==> src/hdl/vtpd_pkg.sv <==
// ----------------------------------------------------------------------------
// Vertex transform package
// Widths and pipeline payload types shared by the transform modules.
// ----------------------------------------------------------------------------
package vtpd_pkg;

   localparam int SUM_W   = 50;
   localparam int REM_W   = SUM_W;
   localparam int QUO_W   = 32;
   localparam int COORD_W = 32;
   localparam int COEF_W  = 16;
   localparam int LANES   = 3;

   localparam logic [1:0] CSR_ROW_0 = 2'd0;
   localparam logic [1:0] CSR_ROW_1 = 2'd1;
   localparam logic [1:0] CSR_ROW_2 = 2'd2;
   localparam logic [1:0] CSR_ROW_3 = 2'd3;

   typedef struct packed {
      logic [REM_W-1:0] rem;
      logic [QUO_W-1:0] quo;
      logic [QUO_W-1:0] low;
      logic             neg;
      logic             sgn;
      logic             nz;
      logic             ovf;
   } lane_type;

   typedef struct packed {
      lane_type [LANES-1:0] lane;
      logic [REM_W-1:0]     den;
      logic                 w_zero;
      logic                 last;
   } item_type;

endpackage

==> src/hdl/vtpd_div_step.sv <==
// ----------------------------------------------------------------------------
// Division step stage
// Retires one quotient bit for each of the three lanes and registers it.
// ----------------------------------------------------------------------------
module vtpd_div_step (
   input  logic               clock,
   input  logic               reset,
   input  logic               enable,
   input  logic               in_valid,
   input  vtpd_pkg::item_type in_item,
   output logic               out_valid,
   output vtpd_pkg::item_type out_item
);
   import vtpd_pkg::*;

   logic     valid_ff;
   item_type item_ff;
   item_type item_in;

   always_comb begin
      logic [REM_W-1:0] r;
      item_in = in_item;
      for (int i = 0; i < LANES; i++) begin
         r = {in_item.lane[i].rem[REM_W-2:0], in_item.lane[i].low[QUO_W-1]};
         item_in.lane[i].low = {in_item.lane[i].low[QUO_W-2:0], 1'b0};
         if (r >= in_item.den) begin
            item_in.lane[i].rem = r - in_item.den;
            item_in.lane[i].quo = {in_item.lane[i].quo[QUO_W-2:0], 1'b1};
         end else begin
            item_in.lane[i].rem = r;
            item_in.lane[i].quo = {in_item.lane[i].quo[QUO_W-2:0], 1'b0};
         end
      end
   end

   always_ff @(posedge clock) begin
      if (reset) begin
         valid_ff <= 1'b0;
      end else if (enable) begin
         valid_ff <= in_valid;
      end
   end

   always_ff @(posedge clock) begin
      if (enable) begin
         item_ff <= item_in;
      end
   end

   assign out_valid = valid_ff;
   assign out_item  = item_ff;
endmodule

==> config.mk <==
export PLATFORM = sky130hd
export DESIGN_NAME = vtpd_div_step
export DESIGN_NICKNAME = d
export VERILOG_FILES = /design/src/hdl/vtpd_pkg.sv /design/src/hdl/vtpd_div_step.sv
export SDC_FILE = /design/constraint.sdc
export NUM_CORES = 1
export LEC_CHECK = 0
export BUFFER_PORTS_ARGS = -buffer_cell sky130_fd_sc_hd__buf_2
export CORE_AREA = 4 4 318 320
export DETAILED_ROUTE_END_ITERATION = 12
export DIE_AREA = 0 0 322 324
export PLACE_DENSITY = 0.48
export SLEW_MARGIN = 20
export SYNTH_ARGS = -nofsm -noshare
export SYNTH_HDL_FRONTEND = slang
export SYNTH_SLANG_ARGS = --single-unit
==> constraint.sdc <==
create_clock -name clock -period 9.6 [get_ports clock]
set_input_delay 1.44 -clock clock [delete_from_list [all_inputs] [get_ports clock]]
set_output_delay 1.44 -clock clock [all_outputs]
set_load 0.01 [all_outputs]
==> impl_metrics.json, run 1 <==
{
  "die_w_um": 322,
  "port_buffers": 807,
  "synth_cells": 2007,
  "fmax_mhz": 183,
  "final_layout_size_suffix_gt1_share_pct": 34.2,
  "seq_area_frac_synth_pct": 53.0,
  "outcome": "finished, final reports clean",
  "async_flop_share_pct": 0,
  "nNetsFinal": 3349,
  "cts_tree": "yes",
  "postRouteAntennaNets": 0,
  "mappedNetlistArea_mm2": 0.0229,
  "powerDensity_mw_per_mm2": 186,
  "cts_inserted_buffers": 52,
  "p_leak_nw": 13.1,
  "synth-main-ff-cell": "edfxtp_1",
  "synth_compound_area_share_pct": 16.8,
  "vias": 19259,
  "vias_per_cell": 4.67,
  "hold_class": "reg2reg",
  "synthSimpleGateAreaFrac_pct": 9.50,
  "drt-wirelength-per-cell_um": 26.2,
  "final_common_cell": "buf_2",
  "relSlewSlack_pct": 30.1,
  "track_usage_pct": 19.6,
  "grt-ovfl-total": 0,
  "layout_min_cycle_time_ns": 5.46,
  "synth-adder-area-share_pct": 8.46,
  "synth-xor-area-share_pct": 5.05,
  "peakVddDrop_v": 0.000130,
  "cts-hold-fix-buffers": 0,
  "post_cts_buffers": 0,
  "htreeDepth": 2,
  "grt_setup_unrepaired": "no",
  "die_area_mm2": 0.104,
  "cts.sinks": 404,
  "critPathRequiredTime_ns": 9.98,
  "die_h_um": 324,
  "gp_congestion": 0.880,
  "initial_utilization_pct": 23.3,
  "antenna_found_initial": 38,
  "yosysWarnings": 0,
  "syn-mean-instance-area_um2": 11.4,
  "grt_pass1_wl_um": 144000,
  "cts.reportedPaths.clkPinSlew_ns": 0.06,
  "synth_edf_count": 403,
  "worst-setup-path-type": "in2reg",
  "synth_top_family_by_area": "compound AO/OA/AOI/OAI gates",
  "path_max_fanout": 57,
  "worstMarginPinSlew_ns": 1.05,
  "cts_resized": 0,
  "power_mw": 5.59,
  "core_mm2": 0.0981,
  "hold_viol": 0,
  "cap_violations": 0,
  "rows": 115,
  "grt_pass1_vias": 18892,
  "cts-root-buf": "clkbuf_16",
  "utilization_pct": 30.6,
  "drv_slew": 0,
  "clockBufferDepth": 3,
  "area_growth_pct": 31.1,
  "arrival_ns": 5.84,
  "io_pins": 817,
  "yosys_register_bits": 404,
  "layout_common_cells": "buf_2 (806), edfxtp_1 (403), nand2_1 (185)",
  "drcViolationCount": 0,
  "fin_worst_skew_ns": 0,
  "setup_violations": 0,
  "yosysUniqueCellTypes": 78,
  "worstSetupEndpointType": "register",
  "dp_hpwl_um": 91000,
  "drt_iter0_drc": 1257,
  "drtPass1Iterations": 5,
  "timing.final.ws_setup_ns": 4.14,
  "post-route-period-util_pct": 56.9,
  "critPathLaunchType": "input pin",
  "synth_mux_area_share_pct": 3.73,
  "tns_ns": 0,
  "grt_start_max_net_pins": 161,
  "wl_um": 108000,
  "insertion_delay_ns": 0.62,
  "pre_cts_ws_ns": 3.37
}
==> kinds of logic after synthesis <==
| logic type | after synthesis |
|---|---|
| xor+xnor | 132 |
| simple gates | 460 |
| compound gates | 604 |
| fa+ha+maj | 153 |
| other cells | 1 |
| mux | 61 |
| buf+inv | 192 |
| flops | 404 |
==> path summary, 6_finish.rpt <==
check                                start       endpoint  slack, ns  depth (start not counted)
worst min-delay path             out_valid      out_valid       0.50                          2
worst max-delay path            in_item[3]  out_item[261]       4.14                         13
worst min register to register   out_valid      out_valid       0.50                          2
worst max register to register   out_valid      out_valid       9.02                          2
==> flip-flops by register name, summed over array words and instances (netlist names) <==
signal,count
out_item,403
out_valid,1
==> worst max-delay path: stages <==
cell	delay (ns)
buf_2	0.10
inv_1	0.35
fa_1	0.31
a21oi_1	0.11
o22ai_1	0.27
a41oi_1	0.30
o311ai_0	0.55
nand3_1	0.33
a21oi_1	0.52
a41oi_4	0.45
buf_4	0.44
inv_2	0.29
mux2_2	0.37
==> cell type report <==
class | count | area, µm²
Multi-Input combinational cell | 1413 | 10000
Clock buffer | 68 | 1390
Tap cell | 1287 | 1610
Sequential cell | 404 | 12100
Clock inverter | 28 | 327
Fill cell | 10403 | 68100
Antenna cell | 13 | 32.5
Inverter | 100 | 375
Timing Repair Buffer | 815 | 4130
==> where the power goes <==
part | internal [mW] | switching (mW) | leakage (nW)
registers | 2.17 | 0.0514 | 3.95
logic | 0.524 | 0.836 | 8.32
clock network | 1.19 | 0.824 | 0.824
==> cells in the mapped netlist (24+ instances only) <==
library cell / instances / area share, %
ha_1: 150 / 8.2
nor2_1: 82 / 1.3
nand3_1: 33 / 0.72
o21ai_0: 149 / 3.3
o21bai_1: 24 / 0.79
clkbuf_1: 63 / 1.0
inv_1: 99 / 1.6
nand4_1: 51 / 1.4
mux2_4: 46 / 3.0
o21a_1: 24 / 0.79
xnor2_1: 77 / 2.9
xor2_1: 55 / 2.1
a21oi_1: 163 / 3.6
a21o_1: 108 / 3.5
nand2_1: 185 / 3.0
edfxtp_1: 403 / 53
==> metal layers <==
metal | vias to the layer above | track usage [%] | part of all wire (%)
li1 | 9126 | - | -
met1 | 9277 | 21.3 | 37
met2 | 646 | 36.2 | 52
met3 | 176 | 6.03 | 8.0
met4 | 34 | 6.67 | 3.7
met5 | - | 0 | 0.21
==> metrics by stage <==
step / area (µm²) / hold slack [ns] / std cells
after floorplan: 22900 / 0.528 / 2009
after global placement: 28300 / 0.476 / 4019
after detailed placement: 28300 / 0.487 / 4019
after CTS: 30000 / 0.501 / 4115
after global routing: 30000 / 0.563 / 4115
final: 30000 / 0.498 / 4128
No activity file was read; power rests on OpenSTA's default activity.
==> run 2: changes to the inputs <==
--- a/config.mk
+++ b/config.mk
@@ -5,11 +5,12 @@
 export SDC_FILE = /design/constraint.sdc
 export NUM_CORES = 1
 export LEC_CHECK = 0
+export ABC_AREA = 1
 export BUFFER_PORTS_ARGS = -buffer_cell sky130_fd_sc_hd__buf_2
-export CORE_AREA = 4 4 318 320
+export CORE_AREA = 4 4 312 314
 export DETAILED_ROUTE_END_ITERATION = 12
-export DIE_AREA = 0 0 322 324
-export PLACE_DENSITY = 0.48
+export DIE_AREA = 0 0 316 318
+export PLACE_DENSITY = 0.56
 export SLEW_MARGIN = 20
 export SYNTH_ARGS = -nofsm -noshare
 export SYNTH_HDL_FRONTEND = slang
==> constraint.sdc (replaced) <==
create_clock -name clock -period 4.8 [get_ports clock]
set_input_delay 0.72 -clock clock [delete_from_list [all_inputs] [get_ports clock]]
set_output_delay 0.72 -clock clock [all_outputs]
set_load 0.01 [all_outputs]
==> run 2 against run 1 <==
  * Sequential power rose by 100%
  * Clock skew did not move
  * Worst hold slack got worse by 0.25 ns
  * First-iteration DRC count rose by 79%
  * Die area fell by 3.7%
  * Register-to-register slack got worse by 4.8 ns
  * Count of clock-buffer cells in the layout fell by 12
  * Highest routed layer unchanged
  * Final area rose by 18%
  * Flip-flop and latch count did not move
  * Non-clock buffer count rose by 20
==> impl_metrics.json, run 2 <==
{
  "synth.most_common_cell": "nand2_1",
  "die_w_um": 316,
  "min-delay-start": "in_item[180]",
  "drcViolationCount": 0,
  "fin_worst_skew_ns": 0,
  "largest_reg_flops": 403,
  "async_flop_share_pct": 0,
  "crit_slowest_cell": "inv_1",
  "syn-mean-instance-area_um2": 7.61,
  "outcome": "finished, final reports clean",
  "hold_class": "in2reg",
  "drtPass1Iterations": 6,
  "hold_viol": 0,
  "yosysUniqueCellTypes": 44,
  "critPathLaunchType": "input pin",
  "yosys-top-cells-count": "nand2_1 (1371), inv_1 (757), edfxtp_1 (403)",
  "synth_cells": 3683,
  "grt-ovfl-total": 0,
  "vias": 27284,
  "setup_violations": 0,
  "power_mw": 11.6,
  "area_growth_pct": 25.9,
  "synth_edf_count": 403,
  "place_area_mm2": 0.0336,
  "hold_end": "out_item[181]",
  "cts-hold-fix-buffers": 0,
  "cpPeakStageDelay_ns": 0.51,
  "grt_pass1_wl_um": 199000,
  "die_h_um": 318,
  "layout_min_cycle_time_ns": 3.49,
  "seq_area_frac_synth_pct": 43.2,
  "rr_worst_depth": 2,
  "grt_start_max_net_pins": 108,
  "timing.critical_path.buf_inv": 6,
  "synth_area_leaders": "edfxtp_1 (43%), nand2_1 (18%), inv_1 (10%)",
  "vias_per_cell": 4.67,
  "layout_common_cells": "nand2_1 (1371), buf_2 (806), inv_1 (757)",
  "min_path_cells": 1,
  "gp_congestion": 0.992,
  "cts.reportedPaths.clkPinSlew_ns": 0.07,
  "postRouteAntennaNets": 0,
  "core_mm2": 0.0946,
  "critPathRequiredTime_ns": 5.20,
  "drt_iter0_drc": 2247,
  "synth_top_area_share_pct": 43.2,
  "mappedNetlistArea_mm2": 0.0280,
  "final_common_cell": "nand2_1",
  "die_area_mm2": 0.100,
  "fin_area_mm2": 0.0353,
  "fmax_mhz": 287,
  "final_layout_size_suffix_gt1_share_pct": 22.5,
  "cts-root-buf": "clkbuf_16",
  "nNetsFinal": 5088,
  "cap_violations": 0,
  "synth-main-ff-cell": "edfxtp_1",
  "io_pins": 817,
  "dp_hpwl_um": 128000,
  "yosysWarnings": 0,
  "yosys_register_bits": 404,
  "cts_resized": 0,
  "grt_setup_unrepaired": "no",
  "cp_cell_sequence": "buf_2, inv_1, ha_1, nand2_1, nor2_2, inv_2, nor2_2, nand2_1, clkinv_1, nand4_4, nand3_4, buf_4, o21ai_0, buf_4",
  "worst-setup-path-type": "in2reg",
  "cts_tree": "yes",
  "rows": 113,
  "post-route-period-util_pct": 72.7,
  "r2r_end": "out_valid",
  "arrival_ns": 3.89,
  "htreeDepth": 2,
  "peakVddDrop_v": 0.000242,
  "port_buffers": 807,
  "tns_ns": 0,
  "wl_um": 148000,
  "p_leak_nw": 18.5,
  "antenna_found_initial": 40,
  "relSlewSlack_pct": 36.4,
  "drv_slew": 0,
  "worstMarginPinSlew_ns": 0.954,
  "insertion_delay_ns": 0.62,
  "worstSetupEndpointType": "register",
  "path_max_fanout": 52,
  "critPathTopFamily": "buffers and inverters",
  "initial_utilization_pct": 29.6,
  "cts.sinks": 404,
  "clockBufferDepth": 3,
  "drt-wirelength-per-cell_um": 25.4,
  "reg2reg_from": "out_valid",
  "cts_inserted_buffers": 48,
  "powerDensity_mw_per_mm2": 330,
  "grt_pass1_vias": 25874,
  "post_cts_buffers": 0,
  "synth_top_cell_by_area": "edfxtp_1",
  "track_usage_pct": 28.3,
  "rrSetupSlack_ns": 4.21
}
run 2: worst max path at each step:
stage                 start       endpoint  slack (ns)  cells after the start
2_1_floorplan  in_item[323]  out_item[405]        2.17                     14
3_3_place_gp    in_item[25]  out_item[368]        0.78                     14
3_5_place_dp    in_item[25]  out_item[368]        0.72                     14
4_1_cts         in_item[28]  out_item[368]        1.43                     14
5_1_grt         in_item[25]  out_item[368]        1.18                     14
6_report        in_item[28]  out_item[368]        1.31                     14
run 2: cells by family (layout without fill, tap and decap cells):
group | after synthesis | count (layout) | synth area share (%)
AO/OA/AOI/OAI | 208 | 208 | 4.18
XOR/XNOR | 86 | 86 | 2.69
adder cells (fa/ha/maj) | 153 | 153 | 6.91
buffers and inverters | 813 | 1691 | 11.5
flip-flops | 404 | 404 | 43.2
multiplexers | 1 | 1 | 0.0357
other | 1 | 19 | 0.0134
AND/OR/NAND/NOR | 2017 | 2017 | 31.5
run 2: where the power goes:
part	total (mW)	switching [mW]	internal, mW
sequential	4.49	0.150	4.34
clock	3.91	1.66	2.25
combinational	3.25	2.23	1.02
run 2: stage by stage:
step / utilization (%) / setup WS, ns / cells / hold slack [ns]
floorplan: - / 2.17 / 3685 / 0.528
global placement: 35.6 / 0.783 / 5740 / 0.468
detailed placement: 35.6 / 0.721 / 5740 / 0.482
CTS: 37.3 / 1.43 / 5828 / 0.204
global route: 37.3 / 1.18 / 5831 / 0.212
finish: 37.3 / 1.31 / 5844 / 0.247
run 2: layer usage:
layer / GRT usage (%) / vias to the layer above / wire length, µm
met3: 5.99 / 217 / 10800
met2: 49.9 / 1021 / 72700
met5: 0 / - / 195
met1: 33.1 / 12696 / 57500
met4: 11.7 / 32 / 7160
li1: - / 13318 / -
run 2: cell type report:
| class | instances | area (µm²) |
|---|---|---|
| diodes | 16 | 40.0 |
| clock buffers | 56 | 1250 |
| clock inverters | 32 | 372 |
| fillers | 10192 | 59300 |
| inverters | 768 | 2880 |
| multi-input cells | 2468 | 12700 |
| flip-flops and latches | 404 | 12100 |
| well taps | 1265 | 1580 |
| repair buffers | 835 | 4330 |
==> run 3: changes to the inputs <==
==> constraint.sdc (replaced) <==
create_clock -name clock -period 2.9 [get_ports clock]
set_input_delay 0.435 -clock clock [delete_from_list [all_inputs] [get_ports clock]]
set_output_delay 0.435 -clock clock [all_outputs]
set_load 0.01 [all_outputs]
==> run 3 against run 2 <==
  * The flow now finishes with violations (negative setup slack)
  * Die area is the same
  * Final area rose by 18%
  * Clock skew unchanged
  * Critical path type unchanged
  * Largest cell class unchanged
  * Highest routed layer unchanged
==> impl_metrics.json, run 3 (same netlist as run 2, synthesis figures left out) <==
{
  "outcome": "finished, violations left",
  "violations": "negative setup slack",
  "critPathRequiredTime_ns": 3.29,
  "cts-root-buf": "clkbuf_16",
  "worstSetupEndpointType": "register",
  "layout_min_cycle_time_ns": 2.95,
  "rows": 113,
  "grt-ovfl-total": 0,
  "worstMarginPinSlew_ns": 0.573,
  "vias_per_cell": 4.59,
  "crit_slowest_cell": "dlygate4sd3_1",
  "track_usage_pct": 29.4,
  "drv_slew": 0,
  "insertion_delay_ns": 0.62,
  "hold_class": "in2reg",
  "reg2reg_from": "out_valid",
  "rr_worst_depth": 2,
  "fin_worst_skew_ns": 0,
  "drcViolationCount": 0,
  "powerDensity_mw_per_mm2": 498,
  "layoutNonFillerInstCount": 6454,
  "layout_common_cells": "nand2_1 (1345), buf_2 (806), inv_1 (743)",
  "io_pins": 817,
  "die_w_um": 316,
  "grt_pass1_wl_um": 209000,
  "cpPeakStageDelay_ns": 0.54,
  "rrSetupSlack_ns": 2.30,
  "cap_violations": 0,
  "wl_um": 155000,
  "dp_hpwl_um": 131000,
  "cts_inserted_buffers": 49,
  "setup_violations": 26,
  "drt-wirelength-per-cell_um": 24.0,
  "port_buffers": 807,
  "grt_setup_unrepaired": "yes",
  "hold_viol": 0,
  "final_layout_size_suffix_gt1_share_pct": 29.0,
  "placedCellCount": 6097,
  "pre_cts_ws_ns": -0.129,
  "die_h_um": 318,
  "arrival_ns": 3.34,
  "worst-setup-path-type": "in2reg",
  "post-route-period-util_pct": 102,
  "postRouteAntennaNets": 0,
  "fmax_mhz": 339,
  "timing.final.ws_setup_ns": -0.0533,
  "crit_top_cell": "nand2_1",
  "htreeDepth": 2,
  "peakVddDrop_v": 0.000404,
  "path_max_fanout": 12,
  "cp_cell_sequence": "dlygate4sd3_1, buf_2, inv_1, buf_4, ha_1, nand2_1, inv_1, nand2_1, nand2_1, a21oi_1, nand2_1, a21oi_4, buf_12, nand3_4, buf_8, nand2_1, o21ai_0",
  "drt_iter0_drc": 2139,
  "die_area_mm2": 0.100,
  "crit_start": "in_item[46]",
  "nNetsFinal": 5702,
  "clockBufferDepth": 3,
  "core_mm2": 0.0946,
  "tns_ns": -0.662,
  "largest_reg_flops": 403,
  "cts.reportedPaths.clkPinSlew_ns": 0.06,
  "vias": 29654,
  "final_common_cell": "nand2_1",
  "p_leak_nw": 21.5,
  "grt_pass1_vias": 28690,
  "relSlewSlack_pct": 61.7,
  "cts_tree": "yes",
  "critPathLaunchType": "input pin",
  "area_growth_pct": 48.2,
  "r2r_end": "out_valid",
  "utilization_pct": 43.9,
  "grt_start_max_net_pins": 81,
  "initial_utilization_pct": 29.6,
  "gp_congestion": 0.983,
  "cts.sinks": 404,
  "drtPass1Iterations": 5,
  "antenna_found_initial": 28,
  "endpoint": "out_item[131]"
}
-- run 3: cell types whose count changed in the layout (fill, tap and decap cells not counted), moves of 10 or more --
cell | previous run | this run
buf_12 | 6 | 39
nor2_1 | 232 | 221
nand2_1 | 1371 | 1345
dlygate4sd3_1 | 0 | 231
nand2_2 | 16 | 41
inv_1 | 757 | 743
buf_4 | 22 | 355
nor2_2 | 17 | 27
ha_4 | 0 | 16
clkinvlp_4 | 3 | 18
ha_1 | 150 | 130
-- run 3: area by class of cell --
| type | count | area (µm²) |
|---|---|---|
| sequential | 404 | 12100 |
| inverter | 768 | 2940 |
| multi-input combinational | 2469 | 13100 |
| fill | 9814 | 53100 |
| tap | 1265 | 1580 |
| clock buffer | 53 | 1260 |
| clock inverter | 36 | 440 |
| antenna | 12 | 30.0 |
| timing repair buffer | 1447 | 10100 |
-- run 3: power by group --
| group | switching [mW] | total, mW | internal, mW | leakage (nW) |
|---|---|---|---|---|
| Clock | 2.78 | 6.67 | 3.89 | 0.828 |
| Sequential | 0.268 | 7.45 | 7.18 | 3.95 |
| Combinational | 3.99 | 6.57 | 2.58 | 16.7 |
| Total | 7.04 | 20.7 | 13.6 | 21.5 |
-- run 3: worst min-delay path by stage --
stage / startpoint / to / depth (start not counted) / slack [ns]
after floorplan: reset / out_valid / 1 / 0.51
after global placement: out_valid / out_valid / 2 / 0.47
after detailed placement: out_valid / out_valid / 2 / 0.48
after CTS: in_item[26] / out_item[26] / 1 / 0.0008
after global routing: in_item[26] / out_item[26] / 1 / 0.006
final: in_item[12] / out_item[12] / 1 / 0.04
-- run 3: critical path: cells and delay by family --
kind	cells	cell delay [ns]
buf+inv	7	1.58
simple gates	6	0.58
compound gates	3	0.47
fa+ha+maj	1	0.24
-- run 3: stage by stage --
stage | total power [mW] | hold slack, ns | cell area [µm²]
detailed placement | 13.6 | 0.483 | 36600
global placement | 13.6 | 0.470 | 36600
CTS | 20.6 | 0.000827 | 40600
global route | 21.6 | 0.00625 | 41500
floorplan | 10.3 | 0.507 | 28000
finish | 20.7 | 0.0421 | 41500
-- run 3: routing by layer --
| metal | share of wire (%) | GRT usage (%) |
|---|---|---|
| met1 | 40 | 35.2 |
| met2 | 48 | 51.4 |
| met3 | 5.8 | 4.60 |
| met4 | 5.7 | 13.7 |
| met5 | 0.052 | 0 |
-- run 3: what timing repair did --
action                                  in CTS  in global routing
resized for setup                            0                105
hold buffers                               231                  1
buffers inserted                             0                 17
endpoints found under the hold margin      231                  1
endpoints found under the setup margin       0                138
